--- src/nal_to_annexb_framer_unit_macros.svh ---
// nal_to_annexb_framer_unit_macros.svh: assertion macros for the framer
// expects clk_i and rst_ni in the scope of each use
`ifndef NAL_TO_ANNEXB_FRAMER_UNIT_MACROS_SVH
`define NAL_TO_ANNEXB_FRAMER_UNIT_MACROS_SVH
`ifndef SYNTHESIS
// property must hold at every clock edge outside reset
`define N2AB_ASSERT(label, prop, msg) \
  label: assert property (@(posedge clk_i) disable iff (!rst_ni) (prop)) else $error(msg);
// condition must never be seen outside reset
`define N2AB_ASSERT_NEVER(label, cond, msg) \
  label: assert property (@(posedge clk_i) disable iff (!rst_ni) !(cond)) else $error(msg);
`else
`define N2AB_ASSERT(label, prop, msg)
`define N2AB_ASSERT_NEVER(label, cond, msg)
`endif
`endif

--- src/n2ab_pkg.sv ---
// n2ab_pkg: item types, command format and constants of the annex b framer
// no dependencies
package n2ab_pkg;

  typedef struct packed {
    logic [7:0] in_byte;
    logic       unit_first;
    logic       unit_last;
    logic       frame_first;
    logic       frame_last;
  } in_item_t;

  typedef struct packed {
    logic [7:0] out_byte;
    logic       run_last;
    logic       frame_end;
    logic       params_changed;
  } out_item_t;

  localparam logic [7:0] TYPE_MASK  = 8'h1F;
  localparam logic [7:0] TYPE_SPS   = 8'd7;
  localparam logic [7:0] TYPE_PPS   = 8'd8;
  localparam logic [7:0] ESC_LIMIT  = 8'd3;
  localparam logic [7:0] ESC_BYTE   = 8'd3;
  localparam logic [7:0] START_BYTE = 8'd1;
  localparam logic [7:0] ZERO_BYTE  = 8'd0;

  localparam int unsigned INDEX_W = 13;
  localparam logic [INDEX_W-1:0] INDEX_MAX = 13'd8191;

  localparam int unsigned CMD_DEPTH = 4;
  localparam int unsigned CMD_PTR_W = 2;
  localparam int unsigned CMD_CNT_W = 3;

  typedef enum logic [1:0] {
    KIND_OTHER,
    KIND_SPS,
    KIND_PPS
  } kind_e;

  typedef enum logic [1:0] {
    MODE_UNDECIDED,
    MODE_PASS,
    MODE_ESCAPE
  } mode_e;

  typedef enum logic [1:0] {
    OP_HOLD,
    OP_PASS,
    OP_OPEN,
    OP_FEED
  } op_e;

  typedef enum logic [2:0] {
    BK_LOAD,
    BK_LEAD,
    BK_SC0,
    BK_SC1,
    BK_SC2,
    BK_BYTE
  } bk_state_e;

  // one classified input item, as handed from front to back
  typedef struct packed {
    op_e             op;
    kind_e           kind;
    logic            lead;
    logic            ffirst;
    logic            ufirst;
    logic            unit_end;
    logic            flast;
    logic [2:0]      cnt;
    logic [3:0][7:0] bytes;
  } cmd_t;

  function automatic kind_e kind_of(input logic [7:0] b);
    logic [7:0] t;
    t = b & TYPE_MASK;
    if (t == TYPE_SPS) begin
      return KIND_SPS;
    end else if (t == TYPE_PPS) begin
      return KIND_PPS;
    end
    return KIND_OTHER;
  endfunction

endpackage

--- src/n2ab_front.sv ---
// n2ab_front: holds unit heads, decides pass-through or start code, emits commands
// depends on n2ab_pkg
module n2ab_front
  import n2ab_pkg::*;
(
  input  logic     clk_i,
  input  logic     rst_ni,
  input  logic     push_i,
  input  in_item_t item_i,
  input  logic     cmd_full_i,
  output logic     cmd_push_o,
  output cmd_t     cmd_o
);

  logic [7:0] head_q [3];
  logic [1:0] hc_q, hc_d, hc;
  mode_e      mode_q, mode_d, mode;
  logic       pic_q, pic_d;
  logic       accept, unit_end, hold_wr;
  logic [7:0] b, first;
  kind_e      kind;
  cmd_t       cmd;

  assign accept = push_i && !cmd_full_i;
  assign b      = item_i.in_byte;
  assign unit_end = item_i.unit_last || item_i.frame_last;

  always_comb begin
    hc      = item_i.unit_first ? 2'd0 : hc_q;
    mode    = item_i.unit_first ? MODE_UNDECIDED : mode_q;
    pic_d   = item_i.frame_first ? 1'b0 : pic_q;
    hc_d    = hc;
    mode_d  = mode;
    hold_wr = 1'b0;
    first   = (hc != 2'd0) ? head_q[0] : b;
    kind    = kind_of(first);

    cmd          = '0;
    cmd.op       = OP_HOLD;
    cmd.kind     = KIND_OTHER;
    cmd.ffirst   = item_i.frame_first;
    cmd.ufirst   = item_i.unit_first;
    cmd.unit_end = unit_end;
    cmd.flast    = item_i.frame_last;
    cmd.cnt      = 3'd1;
    cmd.bytes    = {b, b, b, b};

    case (mode)
      MODE_UNDECIDED: begin
        if (hc == 2'd3 && head_q[0] == ZERO_BYTE && head_q[1] == ZERO_BYTE &&
            head_q[2] == ZERO_BYTE && b == START_BYTE) begin
          // unit already carries a four byte start code
          cmd.op    = OP_PASS;
          cmd.cnt   = 3'd4;
          cmd.bytes = {b, head_q[2], head_q[1], head_q[0]};
          mode_d    = MODE_PASS;
        end else if (hc == 2'd3 || unit_end) begin
          cmd.op   = OP_OPEN;
          cmd.kind = kind;
          cmd.lead = !pic_d || (kind != KIND_OTHER);
          cmd.cnt  = {1'b0, hc} + 3'd1;
          for (int i = 0; i < 3; i++) begin
            if (2'(i) < hc) begin
              cmd.bytes[i] = head_q[i];
            end
          end
          pic_d  = 1'b1;
          mode_d = MODE_ESCAPE;
          hc_d   = 2'd0;
        end else begin
          hold_wr = 1'b1;
          hc_d    = hc + 2'd1;
        end
      end
      MODE_PASS: begin
        cmd.op = OP_PASS;
      end
      default: begin
        cmd.op = OP_FEED;
      end
    endcase

    if (unit_end) begin
      mode_d = MODE_UNDECIDED;
      hc_d   = 2'd0;
    end
    if (item_i.frame_last) begin
      pic_d = 1'b0;
    end
  end

  always_ff @(posedge clk_i or negedge rst_ni) begin
    if (!rst_ni) begin
      hc_q   <= 2'd0;
      mode_q <= MODE_UNDECIDED;
      pic_q  <= 1'b0;
    end else if (accept) begin
      hc_q   <= hc_d;
      mode_q <= mode_d;
      pic_q  <= pic_d;
    end
  end

  always_ff @(posedge clk_i) begin
    if (accept && hold_wr) begin
      head_q[hc] <= b;
    end
  end

  assign cmd_push_o = accept;
  assign cmd_o      = cmd;

endmodule

--- config.mk ---
export PLATFORM = sky130hd
export DESIGN_NAME = n2ab_front
export DESIGN_NICKNAME = d
export VERILOG_FILES = /design/src/nal_to_annexb_framer_unit_macros.svh /design/src/n2ab_pkg.sv /design/src/n2ab_front.sv
export SDC_FILE = /design/constraint.sdc
export NUM_CORES = 1
export LEC_CHECK = 0
export ABC_AREA = 1
export BUFFER_PORTS_ARGS = -buffer_cell sky130_fd_sc_hd__buf_2
export CAP_MARGIN = 20
export CORE_MARGIN = 2
export CORE_UTILIZATION = 54
export DETAILED_ROUTE_END_ITERATION = 7
export GPL_TIMING_DRIVEN = 0
export PLACE_DENSITY = 0.86
export SLEW_MARGIN = 20
export SYNTH_ARGS = -nofsm -noshare
export SYNTH_HDL_FRONTEND = slang
export SYNTH_SLANG_ARGS = --single-unit
--- constraint.sdc ---
create_clock -name clk_i -period 4.49 [get_ports clk_i]
set_clock_uncertainty 0.1 [all_clocks]
set_input_delay 1.1225 -clock clk_i [delete_from_list [all_inputs] [get_ports clk_i]]
set_output_delay 1.1225 -clock clk_i [all_outputs]
set_load 0.05 [all_outputs]
Yosys cells after proc, flatten, opt, wreduce, memory -nomap -nowiden
Memory sizes are Yosys's and may differ from the RTL's.
Index checks and enable logic that the tools add are counted.
Word-level totals
  memories: 1
  bits in latches: 0
  bits in read-only memories: 0
  bits in writable memories: 24
  logic and storage cells: 70
  bits of input ports: 16
  register bits: 5
Memories
  head_q: words 3, width 8, read ports 3, clocked after Yosys merged registers in 0, write ports 1, RTL line n2ab_front.sv:15  | logic [7:0] head_q [3];
Operators by class
  bitwise logic cells: 0
  divide/modulo/power cells: 0
  multiply operators: 0
  $add $sub $neg: 2
  order comparisons: 3
  eq/ne operators: 5
  shift operators: 0
  mux-type cells: 39
  reductions and logical operators: 17
Operators with widths (number)
  $mux 24: 2
  $mux 35: 1
  $mux 2: 14
  $logic_not 8->1: 3
  $mux 8: 3
  $mux 1: 12
  $mux 3: 4
  $mux 5: 2
  $eq 8x1->1 const B: 1
  $logic_and 1x1->1: 6
  $eq 5x3->1 const B: 1
  $eq 5x4->1 const B: 1
  $lt 1x2->1 const A: 2
  $pmux 2 s2: 1
  $reduce_bool 2->1: 2
  $add 2x1->3 const B: 1
  $logic_or 1x1->1: 3
  $add 2x1->2 const B: 1
  $eq 2x1->1 const B: 1
  $eq 2x2->1 const B: 1
  $logic_not 1->1: 2
  $logic_not 2->1: 1
  $lt 2x2->1 const A: 1

Longest topological paths before layout
  depth after elaboration: 12
  gate-level depth with buffers: 11

Least setup slack after synthesis
OpenSTA, ideal clock, no wires.
  path kind: input -> output
  start point: in item_i[3] (netlist name)
  end point: out cmd_o[16] (netlist name)
  slack: 0.362 ns
  stages on the path: 6
  data arrival time: 2.905 ns
  path through: inv_2 -> o21ai_1 -> inv_2 -> nor2_2 -> buf_2 -> o21ai_0
RTL lines
  start, declared: RTL line n2ab_front.sv:9  | input in_item_t item_i,
  end, declared: RTL line n2ab_front.sv:12  | output cmd_t cmd_o

==> metrics.csv <==
stage;metric;value;unit
worst_setup_path;critPathKind;in -> out;
clock_tree;numCtsBuffers;5;
route;wl;4.42;mm
worst_setup_path;endpoint_kind;primary output;
place;dpl-instance-area;2110;um2
pwr;power_frac_comb;33.6;%
floorplan;die_area;3720;um2
logic_synthesis;postSynthNetCount;235;
timing;fin_setup_tns;0;ns
timing;period_minus_slack;3.85;ns
timing;rsz0062_at_grt;false;
route;wire_per_inst;13.4;um
clock_tree;htreeDepth;2;
flow_run;drv_cap;0;
outcome;status;complete, no violations;
pwr;p_leak;1.04;nW
route;ant_nets;0;
worst_setup_path;cp.arrival;2.63;ns
timing;hold_violations;0;
floorplan;initial_core_util;57.0;%
place;pre_cts_ws;0.653;ns
hold_path;hold_class;reg -> reg;
clock_tree;path_clk_slew;0.09;ns
pwr;clkPwrFrac;21.6;%
logic_synthesis;ys_types;22;
timing;slew_viol_final;0;
finish;syn_to_final_growth;23.0;%
logic_synthesis;ys_seq_area_share;48.2;%
clock_tree;cts_tree;built;
logic_synthesis;ys_top_cells_by_area;edfxtp_1 41%, nand2_1 11%, nor2_1 9.0%;
worst_setup_path;crit_start;item_i[3];
route;first_iter_violations;83;
timing;tightest_slew;0.716;ns
logic_synthesis;ys_seq_elements;29;
logic_synthesis;yosysWarnings;0;
route;vias;1712;
timing;worst_slack;0.642;ns
place;gp_congestion;0.943;
pwr;seqPwrFrac;44.7;%
grt;first_global_vias;1546;
finish;design_area;2160;um2
finish;nets;302;
timing;slew-limit-headroom;52.1;%
worst_setup_path;r2r_start;mode_q[0]$_DFFE_PN0P_;
clock_tree;cts_sinks;29;
floorplan;ios;61;
pwr;irDropWorstVdd;0.248;mV
clock_tree;hold_buffers;0;
worst_setup_path;critPathMaxFanout;10;
clock_tree;clockRootBuffer;clkbuf_4;
place;io_buffers;60;
worst_setup_path;worstPathRequired;3.27;ns
grt;grt_pass1_wl;6.93;mm
finish;antenna_cells;0;
logic_synthesis;synth_cells;219;
finish;postLayoutCoreUtil;70.1;%
grt;track_usage;26.4;%
timing;worst_hold_slack;0.405;ns
grt;grt_antenna_before_repair;0;
finish;drive_gt1_share;32.9;%
logic_synthesis;synth_top_area_share;41.1;%
pwr;power.density;312;nW/um2
route;first_pass_iters;4;
clock_tree;post_cts_buffers;0;
place;dp_hpwl;3.46;mm
pwr;p_sw_share;39.7;%
logic_synthesis;syn_avg_cell_area;8.01;um2
floorplan;core_area;3080;um2
pwr;p_int;0.406;mW
clock_tree;clockBufferDepth;2;
route;drc;0;
worst_setup_path;cp-start-kind;primary input;
pwr;switchingPower;0.268;mW
clock_tree;cts-resized-gates;0;
timing;fmax;0.260;GHz
floorplan;num_rows;20;
grt;grt_max_degree;11;
timing;setup_viol;0;
route;avgViaCountPerCell;5.19;
clock_tree;clkLatencyLatePin;0.34;ns
logic_synthesis;synthesis.area;1750;um2
grt;grt_overflow;0;
logic_synthesis;synth_area_leader_cell;edfxtp_1;
timing;finalCritPeriodShare;85.7;%
hold_path;min_from;pic_q$_DFFE_PN0P_;
floorplan;die_w;61.0;um
floorplan;die_h;61.0;um
-- placed cells by master (no fill, tap or decap) --
cell and count:
a21oi_1 11, edfxtp_1 24, buf_4 12, mux2_2 1, nor2_8 1, nand2_1 52, o21ai_1 2, nor2_2 1
nand2_2 1, nand4_1 3, inv_2 2, nor3_1 3, buf_6 1, o21bai_1 1, inv_4 2, clkinvlp_4 1
nand3_1 12, clkinv_1 1, o21ai_0 18, nand2_4 5, buf_2 62, dfrtp_1 5, clkbuf_4 5, nor2_1 42
inv_1 18
-- power groups by stage --
stage | clock network (mW) | registers, mW | logic [mW]
after floorplan | 0 | 0.306 | 0.172
after global placement | 0 | 0.307 | 0.222
after detailed placement | 0 | 0.307 | 0.226
after CTS | 0.151 | 0.301 | 0.227
after global routing | 0.160 | 0.302 | 0.242
final | 0.146 | 0.301 | 0.227
-- worst paths after layout --
path,end,slack [ns],cells past startpoint
setup reg to reg,head_q[1][2]$_DFFE_PP_,2.37,4
min in group asynchronous,pic_q$_DFFE_PN0P_,0.49,1
max in group asynchronous,mode_q[0]$_DFFE_PN0P_,3.65,1
hold reg to reg,pic_q$_DFFE_PN0P_,0.41,2
hold / removal,pic_q$_DFFE_PN0P_,0.41,2
setup / recovery,cmd_o[8],0.64,12
-- stage by stage --
step / power (mW) / instances
final: 0.674 / 330
after global routing: 0.704 / 330
after CTS: 0.679 / 330
after detailed placement: 0.533 / 323
after global placement: 0.529 / 323
after floorplan: 0.479 / 219
-- area by class of cell --
cell class / count / area, um2
clock buffer: 5 / 37.5
multi-input combinational: 153 / 709
fill: 266 / 920
sequential: 29 / 846
tap: 44 / 55.1
inverter: 22 / 87.6
timing repair buffer: 60 / 300
buffer: 15 / 111
clock inverter: 2 / 11.3
-- cells in the mapped netlist, drive strengths merged --
| cell type | instances |
|---|---|
| a21oi | 11 |
| dfrtp | 5 |
| nor3 | 3 |
| edfxtp | 24 |
| inv | 22 |
| nand4 | 3 |
| buf | 15 |
| nand3 | 12 |
| o21ai | 20 |
| nor2 | 44 |
| o21bai | 1 |
| mux2 | 1 |
| nand2 | 58 |
-- worst max-delay path: stages --
cell	delay, ns
buf_2	0.11
inv_2	0.10
nand2_4	0.11
inv_4	0.11
nand2_4	0.07
nand2_4	0.11
inv_4	0.07
nor2_8	0.14
nand2_4	0.09
buf_6	0.14
a21oi_1	0.16
buf_2	0.29
-- kinds of logic after synthesis --
family / after synthesis / share of synthesized area, %
simple gates: 120 / 30.5
buf+inv: 37 / 11.3
mux: 1 / 0.642
compound gates: 32 / 9.27
flops: 29 / 48.2
-- routing by layer --
metal / global-route usage (%) / wire length (um) / vias to the layer above
met5: 0 / 0 / -
met4: 10.9 / 97 / 0
met3: 7.68 / 465 / 11
met2: 41.0 / 2090 / 100
met1: 35.0 / 1770 / 764
li1: - / - / 837
-- sequential cells by signal, indices dropped and copies added, names as in the netlist --
register	cells
mode_q	2
hc_q	2
head_q	24
pic_q	1
No activity file was read; power rests on OpenSTA's default activity.
