<file path="src/nal_to_annexb_framer_unit_macros.svh">
// nal_to_annexb_framer_unit_macros.svh: assertion macros for the framer
// expects clk_i and rst_ni in the scope of each use
`ifndef NAL_TO_ANNEXB_FRAMER_UNIT_MACROS_SVH
`define NAL_TO_ANNEXB_FRAMER_UNIT_MACROS_SVH
`ifndef SYNTHESIS
// property must hold at every clock edge outside reset
`define N2AB_ASSERT(label, prop, msg) \
  label: assert property (@(posedge clk_i) disable iff (!rst_ni) (prop)) else $error(msg);
// condition must never be seen outside reset
`define N2AB_ASSERT_NEVER(label, cond, msg) \
  label: assert property (@(posedge clk_i) disable iff (!rst_ni) !(cond)) else $error(msg);
`else
`define N2AB_ASSERT(label, prop, msg)
`define N2AB_ASSERT_NEVER(label, cond, msg)
`endif
`endif

</file>
<file path="src/n2ab_pkg.sv">
// n2ab_pkg: item types, command format and constants of the annex b framer
// no dependencies
package n2ab_pkg;

  typedef struct packed {
    logic [7:0] in_byte;
    logic       unit_first;
    logic       unit_last;
    logic       frame_first;
    logic       frame_last;
  } in_item_t;

  typedef struct packed {
    logic [7:0] out_byte;
    logic       run_last;
    logic       frame_end;
    logic       params_changed;
  } out_item_t;

  localparam logic [7:0] TYPE_MASK  = 8'h1F;
  localparam logic [7:0] TYPE_SPS   = 8'd7;
  localparam logic [7:0] TYPE_PPS   = 8'd8;
  localparam logic [7:0] ESC_LIMIT  = 8'd3;
  localparam logic [7:0] ESC_BYTE   = 8'd3;
  localparam logic [7:0] START_BYTE = 8'd1;
  localparam logic [7:0] ZERO_BYTE  = 8'd0;

  localparam int unsigned INDEX_W = 13;
  localparam logic [INDEX_W-1:0] INDEX_MAX = 13'd8191;

  localparam int unsigned CMD_DEPTH = 4;
  localparam int unsigned CMD_PTR_W = 2;
  localparam int unsigned CMD_CNT_W = 3;

  typedef enum logic [1:0] {
    KIND_OTHER,
    KIND_SPS,
    KIND_PPS
  } kind_e;

  typedef enum logic [1:0] {
    MODE_UNDECIDED,
    MODE_PASS,
    MODE_ESCAPE
  } mode_e;

  typedef enum logic [1:0] {
    OP_HOLD,
    OP_PASS,
    OP_OPEN,
    OP_FEED
  } op_e;

  typedef enum logic [2:0] {
    BK_LOAD,
    BK_LEAD,
    BK_SC0,
    BK_SC1,
    BK_SC2,
    BK_BYTE
  } bk_state_e;

  // one classified input item, as handed from front to back
  typedef struct packed {
    op_e             op;
    kind_e           kind;
    logic            lead;
    logic            ffirst;
    logic            ufirst;
    logic            unit_end;
    logic            flast;
    logic [2:0]      cnt;
    logic [3:0][7:0] bytes;
  } cmd_t;

  function automatic kind_e kind_of(input logic [7:0] b);
    logic [7:0] t;
    t = b & TYPE_MASK;
    if (t == TYPE_SPS) begin
      return KIND_SPS;
    end else if (t == TYPE_PPS) begin
      return KIND_PPS;
    end
    return KIND_OTHER;
  endfunction

endpackage

</file>
<file path="src/n2ab_cmd_fifo.sv">
// n2ab_cmd_fifo: short command queue between front and back
// depends on n2ab_pkg and the framer macro header
`include "nal_to_annexb_framer_unit_macros.svh"
module n2ab_cmd_fifo
  import n2ab_pkg::*;
(
  input  logic clk_i,
  input  logic rst_ni,
  input  logic push_i,
  input  cmd_t cmd_i,
  output logic full_o,
  input  logic pop_i,
  output cmd_t cmd_o,
  output logic empty_o
);

  localparam logic [CMD_CNT_W-1:0] DEPTH_CNT = CMD_CNT_W'(CMD_DEPTH);

  cmd_t                 mem_q [CMD_DEPTH];
  logic [CMD_PTR_W-1:0] wr_q, rd_q;
  logic [CMD_CNT_W-1:0] cnt_q, cnt_d;
  logic                 do_push, do_pop;

  assign full_o  = (cnt_q == DEPTH_CNT);
  assign empty_o = (cnt_q == '0);
  assign do_push = push_i && !full_o;
  assign do_pop  = pop_i && !empty_o;
  assign cmd_o   = mem_q[rd_q];

  always_comb begin
    cnt_d = cnt_q;
    if (do_push && !do_pop) begin
      cnt_d = cnt_q + CMD_CNT_W'(1);
    end else if (do_pop && !do_push) begin
      cnt_d = cnt_q - CMD_CNT_W'(1);
    end
  end

  always_ff @(posedge clk_i or negedge rst_ni) begin
    if (!rst_ni) begin
      wr_q  <= '0;
      rd_q  <= '0;
      cnt_q <= '0;
    end else begin
      cnt_q <= cnt_d;
      if (do_push) begin
        wr_q <= wr_q + CMD_PTR_W'(1);
      end
      if (do_pop) begin
        rd_q <= rd_q + CMD_PTR_W'(1);
      end
    end
  end

  always_ff @(posedge clk_i) begin
    if (do_push) begin
      mem_q[wr_q] <= cmd_i;
    end
  end

  `N2AB_ASSERT(a_fifo_bound, cnt_q <= DEPTH_CNT, "command queue over capacity")
  `N2AB_ASSERT(a_fifo_grow, (do_push && !do_pop) |=> (cnt_q == $past(cnt_q) + 3'd1), "queue count did not grow")
  `N2AB_ASSERT_NEVER(a_fifo_overrun, push_i && full_o, "push into full command queue")

endmodule

</file>
<file path="config.mk">
export PLATFORM = sky130hd
export DESIGN_NAME = n2ab_cmd_fifo
export DESIGN_NICKNAME = d
export VERILOG_FILES = /design/src/n2ab_pkg.sv /design/src/n2ab_cmd_fifo.sv
export VERILOG_INCLUDE_DIRS = /design/src /design/src/src
export SDC_FILE = /design/constraint.sdc
export NUM_CORES = 1
export LEC_CHECK = 0
export BUFFER_PORTS_ARGS = -buffer_cell sky130_fd_sc_hd__buf_2
export CORE_ASPECT_RATIO = 2
export CORE_UTILIZATION = 35
export CTS_CLUSTER_DIAMETER = 200
export CTS_CLUSTER_SIZE = 14
export DETAILED_ROUTE_END_ITERATION = 8
export GPL_TIMING_DRIVEN = 0
export PLACE_DENSITY = 0.65
export REMOVE_ABC_BUFFERS = 1
export SLEW_MARGIN = 20
export SYNTH_ARGS = -nofsm -noshare
export SYNTH_HDL_FRONTEND = slang
export SYNTH_SLANG_ARGS = --single-unit
</file>
<file path="constraint.sdc">
create_clock -name clk_i -period 2 [get_ports clk_i]
set_input_delay 0.2 -clock clk_i [delete_from_list [all_inputs] [get_ports clk_i]]
set_output_delay 0.2 -clock clk_i [all_outputs]
set_load 0.01 [all_outputs]
</file>
Word level (Yosys, flattened, before mapping)
Memory sizes are Yosys's and may differ from the RTL's.
Index checks and enable logic that the tools add are counted.
Storage, ports and cells
  memories: 1
  RAM bits: 176
  bits in registers: 7
Memories
  mem_q: words 4, bits a word 44, rd ports 1, clocked after memory_dff 0, write ports 1, RTL line n2ab_cmd_fifo.sv:19  | cmd_t mem_q [CMD_DEPTH];
Cells by class
  reduce and logical (&&, ||, !) cells: 10
  add/subtract/negate cells: 4
  equal/unequal tests: 1
  muxes and demuxes: 4
Operators by type and width (number)
  3-bit two-way mux: 2
  2-bit by 1-bit adder with 2-bit output (second input constant): 2
  1-bit logical AND: 4
  1-bit logical NOT: 4
  3-bit by 1-bit adder with 3-bit output (second input constant): 1
  3-bit == test (second input constant): 1
  3-bit logical NOT: 1
  3-bit by 1-bit subtractor with 3-bit output (second input constant): 1
  1-bit two-way mux: 2
  2-bit nonzero test: 1

Depth between registers and ports, before layout
Gate-level depths: netlist of the first run.
  depth after elaboration: 7
  depth in mapped cells: 9

Worst setup path before layout of the first run
OpenSTA, ideal clock, no wires.
  kind: register to register
  start: register cnt_q[2]
  end: memory mem_q[0][0] in the netlist's numbering (enable)
  clock period less this slack: 2302 ps
  arrival: 1896 ps
  cell stages (with the launch flop): 5
  path slack: -302 ps
  library setup time: 406 ps
  required time: 1594 ps
  path through: dfrtp_1 -> nor3b_2 -> nor2b_1 -> buf_2 -> and2_1
On the way
  longest elaborated chain between the ends: 5
Ends and longest elaborated chain
  from (decl): RTL line n2ab_cmd_fifo.sv:21  | logic [CMD_CNT_W-1:0] cnt_q, cnt_d;
  from (signal assigned): RTL line n2ab_cmd_fifo.sv:45  | cnt_q <= cnt_d;
  3-bit == test: RTL line n2ab_cmd_fifo.sv:24  | assign full_o = (cnt_q == DEPTH_CNT);
  net full_o: RTL line n2ab_cmd_fifo.sv:11  | output logic full_o,
  1-bit logical NOT: RTL line n2ab_cmd_fifo.sv:26  | assign do_push = push_i && !full_o;
  1-bit logical AND: RTL line n2ab_cmd_fifo.sv:26
  net do_push: RTL line n2ab_cmd_fifo.sv:22  | logic do_push, do_pop;
  1-bit two-way mux: RTL line n2ab_cmd_fifo.sv:56  | if (do_push) begin
  1-bit two-way mux (implied by the code): RTL line n2ab_cmd_fifo.sv:57  | mem_q[wr_q] <= cmd_i;
  to (decl): RTL line n2ab_cmd_fifo.sv:19
The timed path passes the listed nets, and every way through them passes these cells.

==> load_flow_metrics.sql, run 1 <==
INSERT INTO impl_metrics (metric_group, metric, value, unit) VALUES
('grt', 'grt_pass1_vias', '3526', ''),
('die', 'dieHeight', '200', 'µm'),
('die', 'floorplan.initialDensity', '0.356', ''),
('worst_setup_path', 'worstSetupStartpointType', 'flip-flop', ''),
('yosys', 'yosys_warnings', '0', ''),
('timing', 'achievable-frequency', '0.486', 'GHz'),
('die', 'standard_cell_core_area', '0.0192', 'mm²'),
('timing', 'setup_tns', '-700', 'ps'),
('detailed_routing', 'routed_wire_length_per_instance', '19.4', 'µm'),
('outcome', 'status', 'finished, violations left', ''),
('clock_network', 'max-clock-path-buffers', '2', ''),
('clock_network', 'cts.root.buffer_cell', 'sky130_fd_sc_hd__clkbuf_16', ''),
('grt', 'globalRouteMet1Util', '0.154', ''),
('placed_design', 'placer_congestion_estimate', '0.729', ''),
('grt', 'antenna_found_initial', '0', ''),
('clock_network', 'tritoncts_buffer_count', '17', ''),
('grt', 'grt_pass1_wl', '20.2', 'mm'),
('grt', 'grt_start_max_net_pins', '45', ''),
('grt', 'use_met3', '0.0437', ''),
('grt', 'grt-ovfl-total', '0', ''),
('hold_path', 'hold_path.class', 'in -> reg', ''),
('cells_and_area', 'area_growth', '31.2', '%'),
('worst_setup_path', 'criticalPathCategory', 'reg -> out', ''),
('die', 'die-width', '101', 'µm'),
('timing', 'timing_max_transition_violations_final', '0', ''),
('timing', 'clock-skew-final', '6.27', 'ps'),
('timing', 'finalSetupViolations', '21', ''),
('clock_network', 'clock_tree.htree_level_count', '4', ''),
('clock_network', 'clock_sinks', '183', ''),
('placed_design', 'place_inst', '608', ''),
('detailed_routing', 'detail-route-antenna-nets', '0', ''),
('timing', 'timing.max_slew.rel_slack', '0.519', ''),
('timing', 'timing_worst_slew_pin_value', '721', 'ps'),
('pwr', 'p_leak', '3.13', 'nW'),
('pwr', 'maximum_vdd_drop', '0.000829', 'V'),
('worst_setup_path', 'arrival', '1860', 'ps'),
('yosys', 'synth_enable_flop_cells', '176', ''),
('pwr', 'power.density_cell_area', '1480', 'mW/mm²'),
('clock_network', 'worst_skew_pair.late_latency', '430', 'ps'),
('cells_and_area', 'share_of_cells_above_drive_strength_1', '0.443', ''),
('grt', 'groute.layer.met2.usage', '0.265', ''),
('die', 'io_pins', '94', ''),
('placed_design', 'io_buffer_count', '93', ''),
('timing', 'finalCritPeriodShare', '1.03', ''),
('detailed_routing', 'drt-total-wl', '13.6', 'mm'),
('clock_network', 'cts_tree', 'yes', ''),
('cells_and_area', 'finalNonFillerCells', '701', ''),
('worst_setup_path', 'critPathRequiredTime', '1800', 'ps'),
('yosys', 'synthArstFlopShare', '0.0383', ''),
('yosys', 'ys_types', '21', ''),
('yosys', 'ys_seq_area_frac', '0.799', ''),
('detailed_routing', 'route.vias.total', '3222', ''),
('cells_and_area', 'num_antenna_cells', '0', ''),
('detailed_routing', 'vias_per_cell', '4.60', ''),
('worst_setup_path', 'cp_max_fo', '7', ''),
('worst_setup_path', 'crit_path_end_kind', 'primary output', ''),
('yosys', 'postSynthAreaPerCell', '25.7', 'µm²'),
('yosys', 'syn_inst', '266', ''),
('grt', 'grt_util_all_layers', '0.147', ''),
('timing', 'timing.final.crit_period', '2060', 'ps'),
('placed_design', 'place_area', '0.00755', 'mm²'),
('detailed_routing', 'first_iter_violations', '96', ''),
('timing', 'final_critical_path_setup_slack', '-58.3', 'ps'),
('timing', 'finalHoldViolations', '0', ''),
('cells_and_area', 'nets', '483', ''),
('outcome', 'violations', 'design-rule violations, negative setup slack', ''),
('job', 'maxCapViolations', '0', ''),
('die', 'floorplan.rows', '72', ''),
('clock_network', 'clk_pin_slew_worst_paths', '60', 'ps'),
('yosys', 'synthesis.area', '0.00683', 'mm²'),
('detailed_routing', 'detail_route.first_pass.iterations', '6', ''),
('cells_and_area', 'fin_area', '0.00897', 'mm²'),
('timing', 'rsz0062_at_grt', 'true', ''),
('detailed_routing', 'drc', '1', ''),
('yosys', 'yosys_most_used_dff', 'sky130_fd_sc_hd__edfxtp_1', ''),
('yosys', 'postSynthRegisterBits', '183', ''),
('placed_design', 'post-dp-hpwl', '7.38', 'mm'),
('die', 'dieArea', '0.0201', 'mm²'),
('grt', 'grt-busiest-layer', 'met2', '');
-- through the flow --
stage          power, mW   util  hold slack [ps]  worst slack [ps]
5_1_grt             13.9  0.467             57.5              -138
3_5_place_dp        8.99  0.393             44.9              -353
4_1_cts             13.2  0.461             21.0              -103
3_3_place_gp        8.69  0.391             30.4             -1630
6_report            13.2  0.467             64.2             -58.3
2_1_floorplan       7.58      -            -95.6              -751
-- cell families after synthesis --
family        Yosys count  share of synthesized area
fa+ha+maj               6                     0.0121
xor+xnor                6                    0.00769
flops                 183                      0.799
buf+inv                15                     0.0200
mux                    46                      0.152
simple gates           10                    0.00915
-- synth_stat cells (2+ instances only) --
cell type	count	area [µm²]
sky130_fd_sc_hd__edfxtp_1	176	5290
sky130_fd_sc_hd__mux4_2	38	856
sky130_fd_sc_hd__dfrtp_1	7	175
sky130_fd_sc_hd__buf_2	6	30.0
sky130_fd_sc_hd__mux4_1	6	158
sky130_fd_sc_hd__ha_1	5	62.6
sky130_fd_sc_hd__and2_1	4	25.0
sky130_fd_sc_hd__buf_12	4	80.1
sky130_fd_sc_hd__inv_1	4	15.0
sky130_fd_sc_hd__xnor2_1	4	35.0
sky130_fd_sc_hd__xor2_1	2	17.5
-- worst max-delay path: stages (launching register included) --
cell and delay, ps:
sky130_fd_sc_hd__dfrtp_4 490, sky130_fd_sc_hd__buf_12 140, sky130_fd_sc_hd__buf_16 140, sky130_fd_sc_hd__mux4_2 510
sky130_fd_sc_hd__buf_6 140
-- what timing repair did --
action                                  4_1_cts  5_1_grt
hold buffers                                 45        0
gates cloned                                  2        0
pin swaps                                     0        7
endpoints found under the hold margin       183        0
setup buffers                                 8        6
resized for setup                            27       12
endpoints found under the setup margin      222       46
-- state kept, by name, summed over array words and instances (netlist names) --
name / cells
mem_q: 176
rd_q: 2
wr_q: 2
cnt_q: 3
-- layout make-up --
cell class                 instances  area [µm²]
inverter                           4        15.0
multi-input combinational         68        1270
clock inverter                    12         153
fill                            1601       10200
sequential                       183        5470
tap                              259         324
clock buffer                      20         437
timing repair buffer             155        1300
-- report_power, final --
| part | switching [mW] | total [mW] | internal, mW |
|---|---|---|---|
| clock network | 1.37 | 3.33 | 1.96 |
| logic | 2.15 | 4.56 | 2.41 |
| registers | 0.248 | 5.35 | 5.10 |
-- layer usage --
metal  wire length (µm)  part of all wire  vias to the layer above
li1                   -                 -                     1452
met1               5020              0.37                     1672
met2               7840              0.58                       78
met3                468             0.034                       20
met4                290             0.021                        0
met5                  0                 0                        -
-- layout by cell type, fill, tap and decap left out, drive strengths merged --
cell type,n
mux2,2
buf,110
nor2,1
nand3,1
edfxtp,176
clkinvlp,2
ha,5
xor2,2
nand2,1
xnor2,4
bufinv,3
clkbuf,20
fa,1
clkinv,6
dfrtp,7
mux4,44
nor3b,1
or3,1
nor2b,1
dlygate4sd3,45
and2,4
inv,5
-- path summary, 6_finish.rpt --
path,startpoint,endpoint,slack (ps),depth (start not counted)
setup / recovery,rd_q[0],cmd_o[24],-60,4
min in group asynchronous,rst_ni,wr_q[1],130,2
hold / removal,pop_i,rd_q[0],60,3
max in group asynchronous,rst_ni,rd_q[1],1690,2
setup reg to reg,cnt_q[1],cnt_q[1],60,7
hold reg to reg,cnt_q[2],cnt_q[2],510,1
Power figures use the tool's default switching activity.
==> run 2: changes to the inputs <==
- ABC_AREA: not set -> 1
==> load_flow_metrics.sql, run 2 <==
INSERT INTO impl_metrics (metric_group, metric, value, unit) VALUES
('timing', 'timing.final.crit_period', '1930', 'ps'),
('timing', 'timing.max_slew.rel_slack', '0.648', ''),
('placed_design', 'placer_congestion_estimate', '0.662', ''),
('yosys', 'yosys_warnings', '0', ''),
('worst_setup_path', 'worstSetupStartpointType', 'flip-flop', ''),
('die', 'die-width', '105', 'µm'),
('yosys', 'synth-xor-area-share', '0.00117', ''),
('timing', 'rsz0062_at_grt', 'true', ''),
('yosys', 'most_frequently_used_cell_type_in_the_post_synthesis_netlist', 'sky130_fd_sc_hd__edfxtp_1', ''),
('yosys', 'syn_inst', '574', ''),
('worst_setup_path', 'criticalPathCategory', 'reg -> out', ''),
('pwr', 'power.density_cell_area', '1470', 'mW/mm²'),
('cells_and_area', 'fillerInstances', '1869', ''),
('yosys', 'synth_top_family_by_area', 'compound AO/OA/AOI/OAI gates', ''),
('cells_and_area', 'area_growth', '28.8', '%'),
('clock_network', 'cts_tree', 'yes', ''),
('clock_network', 'clock_sinks', '183', ''),
('worst_setup_path', 'critPathRequiredTime', '1800', 'ps'),
('clock_network', 'cts.root.buffer_cell', 'sky130_fd_sc_hd__clkbuf_16', ''),
('grt', 'grt_pass1_wl', '24.7', 'mm'),
('clock_network', 'tritoncts_buffer_count', '17', ''),
('cells_and_area', 'max_flop_register', 'mem_q', ''),
('clock_network', 'clock_tree.htree_level_count', '4', ''),
('grt', 'grt-ovfl-total', '0', ''),
('job', 'maxCapViolations', '0', ''),
('timing', 'timing_max_transition_violations_final', '0', ''),
('detailed_routing', 'drt-total-wl', '16.2', 'mm'),
('cells_and_area', 'final_cell_mix', '176 x sky130_fd_sc_hd__edfxtp_1, 148 x sky130_fd_sc_hd__nand2_1, 104 x sky130_fd_sc_hd__inv_1', ''),
('yosys', 'yosys.area_share.simple', '0.0825', ''),
('die', 'standard_cell_core_area', '0.0209', 'mm²'),
('yosys', 'postSynthAreaPerCell', '13.0', 'µm²'),
('placed_design', 'io_buffer_count', '93', ''),
('grt', 'grt_util_all_layers', '0.155', ''),
('clock_network', 'worst_skew_pair.late_latency', '440', 'ps'),
('pwr', 'p_leak', '3.91', 'nW'),
('yosys', 'ys_seq_area_frac', '0.732', ''),
('yosys', 'ys_types', '16', ''),
('yosys', 'synthesis.area', '0.00746', 'mm²'),
('timing', 'final_critical_path_setup_slack', '65.6', 'ps'),
('cells_and_area', 'fin_area', '0.00961', 'mm²'),
('die', 'floorplan.rows', '75', ''),
('die', 'dieArea', '0.0219', 'mm²'),
('detailed_routing', 'detail_route.first_pass.iterations', '4', ''),
('grt', 'antenna_found_initial', '0', ''),
('grt', 'grt_pass1_vias', '4588', ''),
('placed_design', 'post-dp-hpwl', '8.72', 'mm'),
('timing', 'achievable-frequency', '0.517', 'GHz'),
('pwr', 'maximum_vdd_drop', '0.000867', 'V'),
('worst_setup_path', 'arrival', '1730', 'ps'),
('yosys', 'synthTopCellsByArea', 'sky130_fd_sc_hd__edfxtp_1 71%, sky130_fd_sc_hd__o211ai_1 8.9%, sky130_fd_sc_hd__nand2_1 7.5%', ''),
('worst_setup_path', 'crit_path_end_kind', 'primary output', ''),
('yosys', 'synthArstFlopShare', '0.0383', ''),
('cells_and_area', 'nets', '778', ''),
('cells_and_area', 'share_of_cells_above_drive_strength_1', '0.212', ''),
('cells_and_area', 'largestRegisters', 'mem_q (176), cnt_q (3)', ''),
('timing', 'clock-skew-final', '10.8', 'ps'),
('yosys', 'postSynthRegisterBits', '183', ''),
('placed_design', 'place_area', '0.00828', 'mm²'),
('detailed_routing', 'detail-route-antenna-nets', '0', ''),
('die', 'dieHeight', '208', 'µm'),
('cells_and_area', 'num_antenna_cells', '0', ''),
('yosys', 'synth_top_area_cell', 'sky130_fd_sc_hd__edfxtp_1', ''),
('timing', 'finalHoldViolations', '0', ''),
('detailed_routing', 'route.vias.total', '4729', ''),
('die', 'io_pins', '94', ''),
('cells_and_area', 'flip_flop_count_of_the_largest_register_after_layout', '176', ''),
('yosys', 'netlist_top_cells_count', '176 x sky130_fd_sc_hd__edfxtp_1, 149 x sky130_fd_sc_hd__nand2_1, 104 x sky130_fd_sc_hd__inv_1', ''),
('yosys', 'synth_top_area_frac', '0.708', ''),
('grt', 'grt_start_max_net_pins', '46', ''),
('yosys', 'synth_enable_flop_cells', '176', ''),
('die', 'floorplan.initialDensity', '0.356', ''),
('placed_design', 'pre_cts_ws', '-358', 'ps'),
('yosys', 'compound_gate_fraction_of_synth_area', '0.0892', ''),
('clock_network', 'clk_pin_slew_worst_paths', '70', 'ps'),
('detailed_routing', 'first_iter_violations', '229', ''),
('detailed_routing', 'drc', '0', ''),
('worst_setup_path', 'cp_max_fo', '25', ''),
('yosys', 'synth-adder-area-share', '0.0111', ''),
('timing', 'timing_worst_slew_pin_value', '526', 'ps'),
('hold_path', 'hold_path.class', 'in -> reg', ''),
('yosys', 'synthMuxAreaShare', '0', ''),
('yosys', 'yosys_most_used_dff', 'sky130_fd_sc_hd__edfxtp_1', ''),
('timing', 'finalCritPeriodShare', '0.967', ''),
('cells_and_area', 'most_common_cell_after_layout_fill_and_taps_aside', 'sky130_fd_sc_hd__edfxtp_1', ''),
('detailed_routing', 'routed_wire_length_per_instance', '16.1', 'µm'),
('timing', 'finalSetupViolations', '0', ''),
('outcome', 'status', 'complete, no violations', ''),
('clock_network', 'max-clock-path-buffers', '2', ''),
('detailed_routing', 'vias_per_cell', '4.70', '');
## run 2: cells by family (layout without fill, tap and decap cells)
| kind of cell | count (synthesis) | after routing |
|---|---|---|
| buffers and inverters | 134 | 297 |
| AND/OR/NAND/NOR | 161 | 161 |
| adder cells (fa/ha/maj) | 6 | 6 |
| flip-flops | 183 | 183 |
| XOR/XNOR | 1 | 1 |
| AO/OA/AOI/OAI | 89 | 89 |
## run 2: layer usage
layer | track usage | vias up | routed length (µm) | share of wire
li1 | - | 2296 | - | -
met1 | 0.169 | 2316 | 6280 | 0.39
met2 | 0.275 | 89 | 8910 | 0.55
met3 | 0.0301 | 28 | 464 | 0.029
met4 | 0.0913 | 0 | 560 | 0.035
met5 | 0 | - | 0 | 0
## run 2: cell type report
cell class / count / area, µm² / share of cell area
Multi-Input combinational cell: 257 / 1420 / 0.147
Inverter: 106 / 440 / 0.0458
Timing Repair Buffer: 156 / 1250 / 0.130
Timing Repair inverter: 3 / 36.3 / 0.00378
Tap cell: 269 / 337 / 0.0350
Clock inverter: 14 / 221 / 0.0231
Sequential cell: 183 / 5470 / 0.569
Clock buffer: 18 / 439 / 0.0457
## run 2: stage by stage
step,hold WS (ps),util,setup TNS [ps],power [mW],cells
2_1_floorplan,-95.6,-,-194100,7.95,546
3_3_place_gp,48.2,0.384,-574980,9.60,908
3_5_place_dp,49.6,0.396,-17140,9.90,918
4_1_cts,6.57,0.457,0,14.2,1004
5_1_grt,18.9,0.459,-159,14.9,1006
6_report,32.9,0.459,0,14.1,1006
## run 2: final timing paths
check	start	to	slack, ps	cells after the start
setup / recovery	rd_q[0]	cmd_o[8]	70	6
hold / removal	pop_i	rd_q[0]	30	3
setup reg to reg	cnt_q[0]	cnt_q[2]	160	10
hold reg to reg	wr_q[0]	wr_q[0]	540	2
max in group asynchronous	rst_ni	rd_q[1]	1690	2
min in group asynchronous	rst_ni	rd_q[1]	120	2
## run 2: critical path: stages, from the launching register on
cell and delay, ps:
sky130_fd_sc_hd__dfrtp_2 420, sky130_fd_sc_hd__bufinv_16 280, sky130_fd_sc_hd__buf_16 180, sky130_fd_sc_hd__nand2_1 80, sky130_fd_sc_hd__o211ai_1 90, sky130_fd_sc_hd__nand2_1 90
sky130_fd_sc_hd__buf_2 140
## run 2: power by group
part,total (mW),internal [mW],switching (mW)
clock network,3.64,2.26,1.38
logic,5.20,1.94,3.26
registers,5.26,5.05,0.208
total,14.1,9.25,4.85
## run 2: timing repair
action	CTS	global route
hold buffers	45	0
buffers inserted	4	1
hold endpoints to repair	183	0
gates cloned	5	1
pin swaps	1	0
resized for setup	17	2
setup endpoints to repair	81	34
==> run 3: changes to the inputs <==
- GPL_TIMING_DRIVEN: 0 -> 1
- RECOVER_POWER: not set -> 100
==> load_flow_metrics.sql, run 3 (synthesis results as in run 2) <==
INSERT INTO impl_metrics (metric_group, metric, value, unit) VALUES
('clock_network', 'cts.root.buffer_cell', 'sky130_fd_sc_hd__clkbuf_16', ''),
('die', 'standard_cell_core_area', '0.0209', 'mm²'),
('timing', 'finalCritPeriodShare', '0.975', ''),
('grt', 'grt_pass1_wl', '22.8', 'mm'),
('worst_setup_path', 'reg2reg_depth', '6', ''),
('worst_setup_path', 'worst_path_max_delay_cell', 'sky130_fd_sc_hd__dfrtp_2', ''),
('worst_setup_path', 'r2r_setup_slack', '170', 'ps'),
('pwr', 'power.density_cell_area', '1450', 'mW/mm²'),
('cells_and_area', 'flip_flop_count_of_the_largest_register_after_layout', '176', ''),
('placed_design', 'io_buffer_count', '93', ''),
('clock_network', 'clock_tree.htree_level_count', '4', ''),
('detailed_routing', 'drt-total-wl', '15.8', 'mm'),
('detailed_routing', 'detail-route-antenna-nets', '0', ''),
('hold_path', 'hold_path.class', 'in -> reg', ''),
('worst_setup_path', 'crit_family', 'buffers and inverters', ''),
('worst_setup_path', 'cp_max_fo', '24', ''),
('grt', 'grt_start_max_net_pins', '97', ''),
('worst_setup_path', 'buffering_stage_count_on_the_worst_path_with_inverters_included', '3', ''),
('timing', 'timing.final.crit_period', '1950', 'ps'),
('detailed_routing', 'vias_per_cell', '4.65', ''),
('die', 'die-width', '105', 'µm'),
('die', 'dieArea', '0.0219', 'mm²'),
('worst_setup_path', 'worstSetupStartpointType', 'flip-flop', ''),
('clock_network', 'max-clock-path-buffers', '2', ''),
('pwr', 'p_leak', '3.70', 'nW'),
('grt', 'grt-ovfl-total', '0', ''),
('placed_design', 'post-dp-hpwl', '8.95', 'mm'),
('detailed_routing', 'routed_wire_length_per_instance', '15.8', 'µm'),
('worst_setup_path', 'arrival', '1750', 'ps'),
('cells_and_area', 'most_common_cell_after_layout_fill_and_taps_aside', 'sky130_fd_sc_hd__edfxtp_1', ''),
('cells_and_area', 'finish.utilization', '0.444', ''),
('detailed_routing', 'first_iter_violations', '201', ''),
('placed_design', 'placer_congestion_estimate', '0.758', ''),
('timing', 'achievable-frequency', '0.513', 'GHz'),
('worst_setup_path', 'crit-reg2reg-launch', 'cnt_q[0]', ''),
('cells_and_area', 'nets', '773', ''),
('worst_setup_path', 'crit_path_end_kind', 'primary output', ''),
('worst_setup_path', 'worst_setup_path_startpoint', 'rd_q[0]', ''),
('timing', 'finalHoldViolations', '0', ''),
('outcome', 'status', 'complete, no violations', ''),
('die', 'floorplan.rows', '75', ''),
('detailed_routing', 'route.vias.total', '4655', ''),
('pwr', 'maximum_vdd_drop', '0.000729', 'V'),
('timing', 'timing_max_transition_violations_final', '0', ''),
('worst_setup_path', 'path_cells', 'clkinv_4 > clkbuf_16 > o211ai_1 > nand2_1 > buf_2', ''),
('placed_design', 'place_area', '0.00825', 'mm²'),
('clock_network', 'tritoncts_buffer_count', '17', ''),
('die', 'dieHeight', '208', 'µm'),
('job', 'maxCapViolations', '0', ''),
('worst_setup_path', 'endpoint', 'cmd_o[32]', ''),
('cells_and_area', 'max_flop_register', 'mem_q', ''),
('clock_network', 'clk_pin_slew_worst_paths', '70', 'ps'),
('worst_setup_path', 'crit_path_max_incr_delay', '430', 'ps'),
('worst_setup_path', 'criticalPathCategory', 'reg -> out', ''),
('clock_network', 'cts_tree', 'yes', ''),
('cells_and_area', 'fin_area', '0.00928', 'mm²'),
('timing', 'clock-skew-final', '13.3', 'ps'),
('cells_and_area', 'num_antenna_cells', '0', ''),
('worst_setup_path', 'cp.depth', '5', ''),
('die', 'floorplan.initialDensity', '0.356', ''),
('timing', 'timing_worst_slew_pin_value', '475', 'ps'),
('cells_and_area', 'share_of_cells_above_drive_strength_1', '0.146', ''),
('grt', 'grt_pass1_vias', '4394', ''),
('detailed_routing', 'drc', '0', ''),
('timing', 'rsz0062_at_grt', 'true', ''),
('cells_and_area', 'final_cell_mix', '176 x sky130_fd_sc_hd__edfxtp_1, 148 x sky130_fd_sc_hd__nand2_1, 104 x sky130_fd_sc_hd__inv_1', ''),
('detailed_routing', 'detail_route.first_pass.iterations', '7', ''),
('grt', 'antenna_found_initial', '0', ''),
('grt', 'grt_util_all_layers', '0.140', ''),
('timing', 'timing.max_slew.rel_slack', '0.683', ''),
('timing', 'finalSetupViolations', '0', ''),
('die', 'io_pins', '94', ''),
('cells_and_area', 'area_growth', '24.5', '%'),
('clock_network', 'worst_skew_pair.late_latency', '430', 'ps'),
('worst_setup_path', 'r2r_end', 'mem_q[1][10]', ''),
('cells_and_area', 'largestRegisters', 'mem_q (176), cnt_q (3)', ''),
('clock_network', 'clock_sinks', '183', ''),
('worst_setup_path', 'critPathRequiredTime', '1800', 'ps');
-- run 3: final cells by class --
type	count	area, µm²
Fill cell	1892	11600
Sequential cell	183	5460
Multi-Input combinational cell	257	1400
Timing Repair Buffer	153	1100
Clock buffer	17	425
Inverter	106	403
Tap cell	269	337
Clock inverter	15	158
Timing Repair inverter	1	5.00
-- run 3: what timing repair did --
item                                   CTS  global route
buffers inserted                         0             1
gates cloned                             0             7
setup endpoints to repair               11            42
gates resized for setup                  3             7
pin swaps                                1             0
endpoints found under the hold margin  146             3
hold buffers                            37             1
-- run 3: worst min-delay path by stage --
stage               startpoint      endpoint  slack [ps]  cells past startpoint
finish                  push_i       wr_q[0]          50                      3
global route            push_i       wr_q[0]          50                      3
CTS                  cmd_i[26]  mem_q[3][26]           3                      1
detailed placement      rst_ni       rd_q[0]          60                      1
global placement        rst_ni       rd_q[0]          50                      1
floorplan               rst_ni      cnt_q[0]        -100                      0
-- run 3: worst register-to-register path, delay by kind of cell (launching register included) --
| family | cells | cell delay (ps) |
|---|---|---|
| buffers and inverters | 3 | 650 |
| DFF | 1 | 420 |
| and+or+nand+nor | 3 | 430 |
-- run 3: per-stage QoR --
stage / cells / power (mW) / hold slack [ps] / setup TNS, ps / setup WS (ps)
3_3_place_gp: 923 / 9.83 / 52.5 / 0 / 238
4_1_cts: 992 / 13.3 / 2.52 / -62.0 / -30.9
5_1_grt: 1001 / 14.3 / 51.9 / -131 / -28.2
3_5_place_dp: 923 / 9.91 / 56.7 / 0 / 191
2_1_floorplan: 546 / 7.95 / -95.6 / -194100 / -1020
6_report: 1001 / 13.5 / 51.1 / 0 / 49.5
-- run 3: layer usage --
| layer | global-route usage | vias up | wire (µm) |
|---|---|---|---|
| li1 | - | 2275 | - |
| met1 | 0.147 | 2261 | 6070 |
| met2 | 0.253 | 95 | 8690 |
| met3 | 0.0313 | 24 | 546 |
| met4 | 0.0787 | 0 | 496 |
| met5 | 0 | - | 0 |
-- run 3: power breakdown --
group	leakage, nW	switching, mW	internal, mW
Clock	0.289	1.49	1.77
Combinational	1.72	3.15	1.81
Sequential	1.69	0.241	5.04
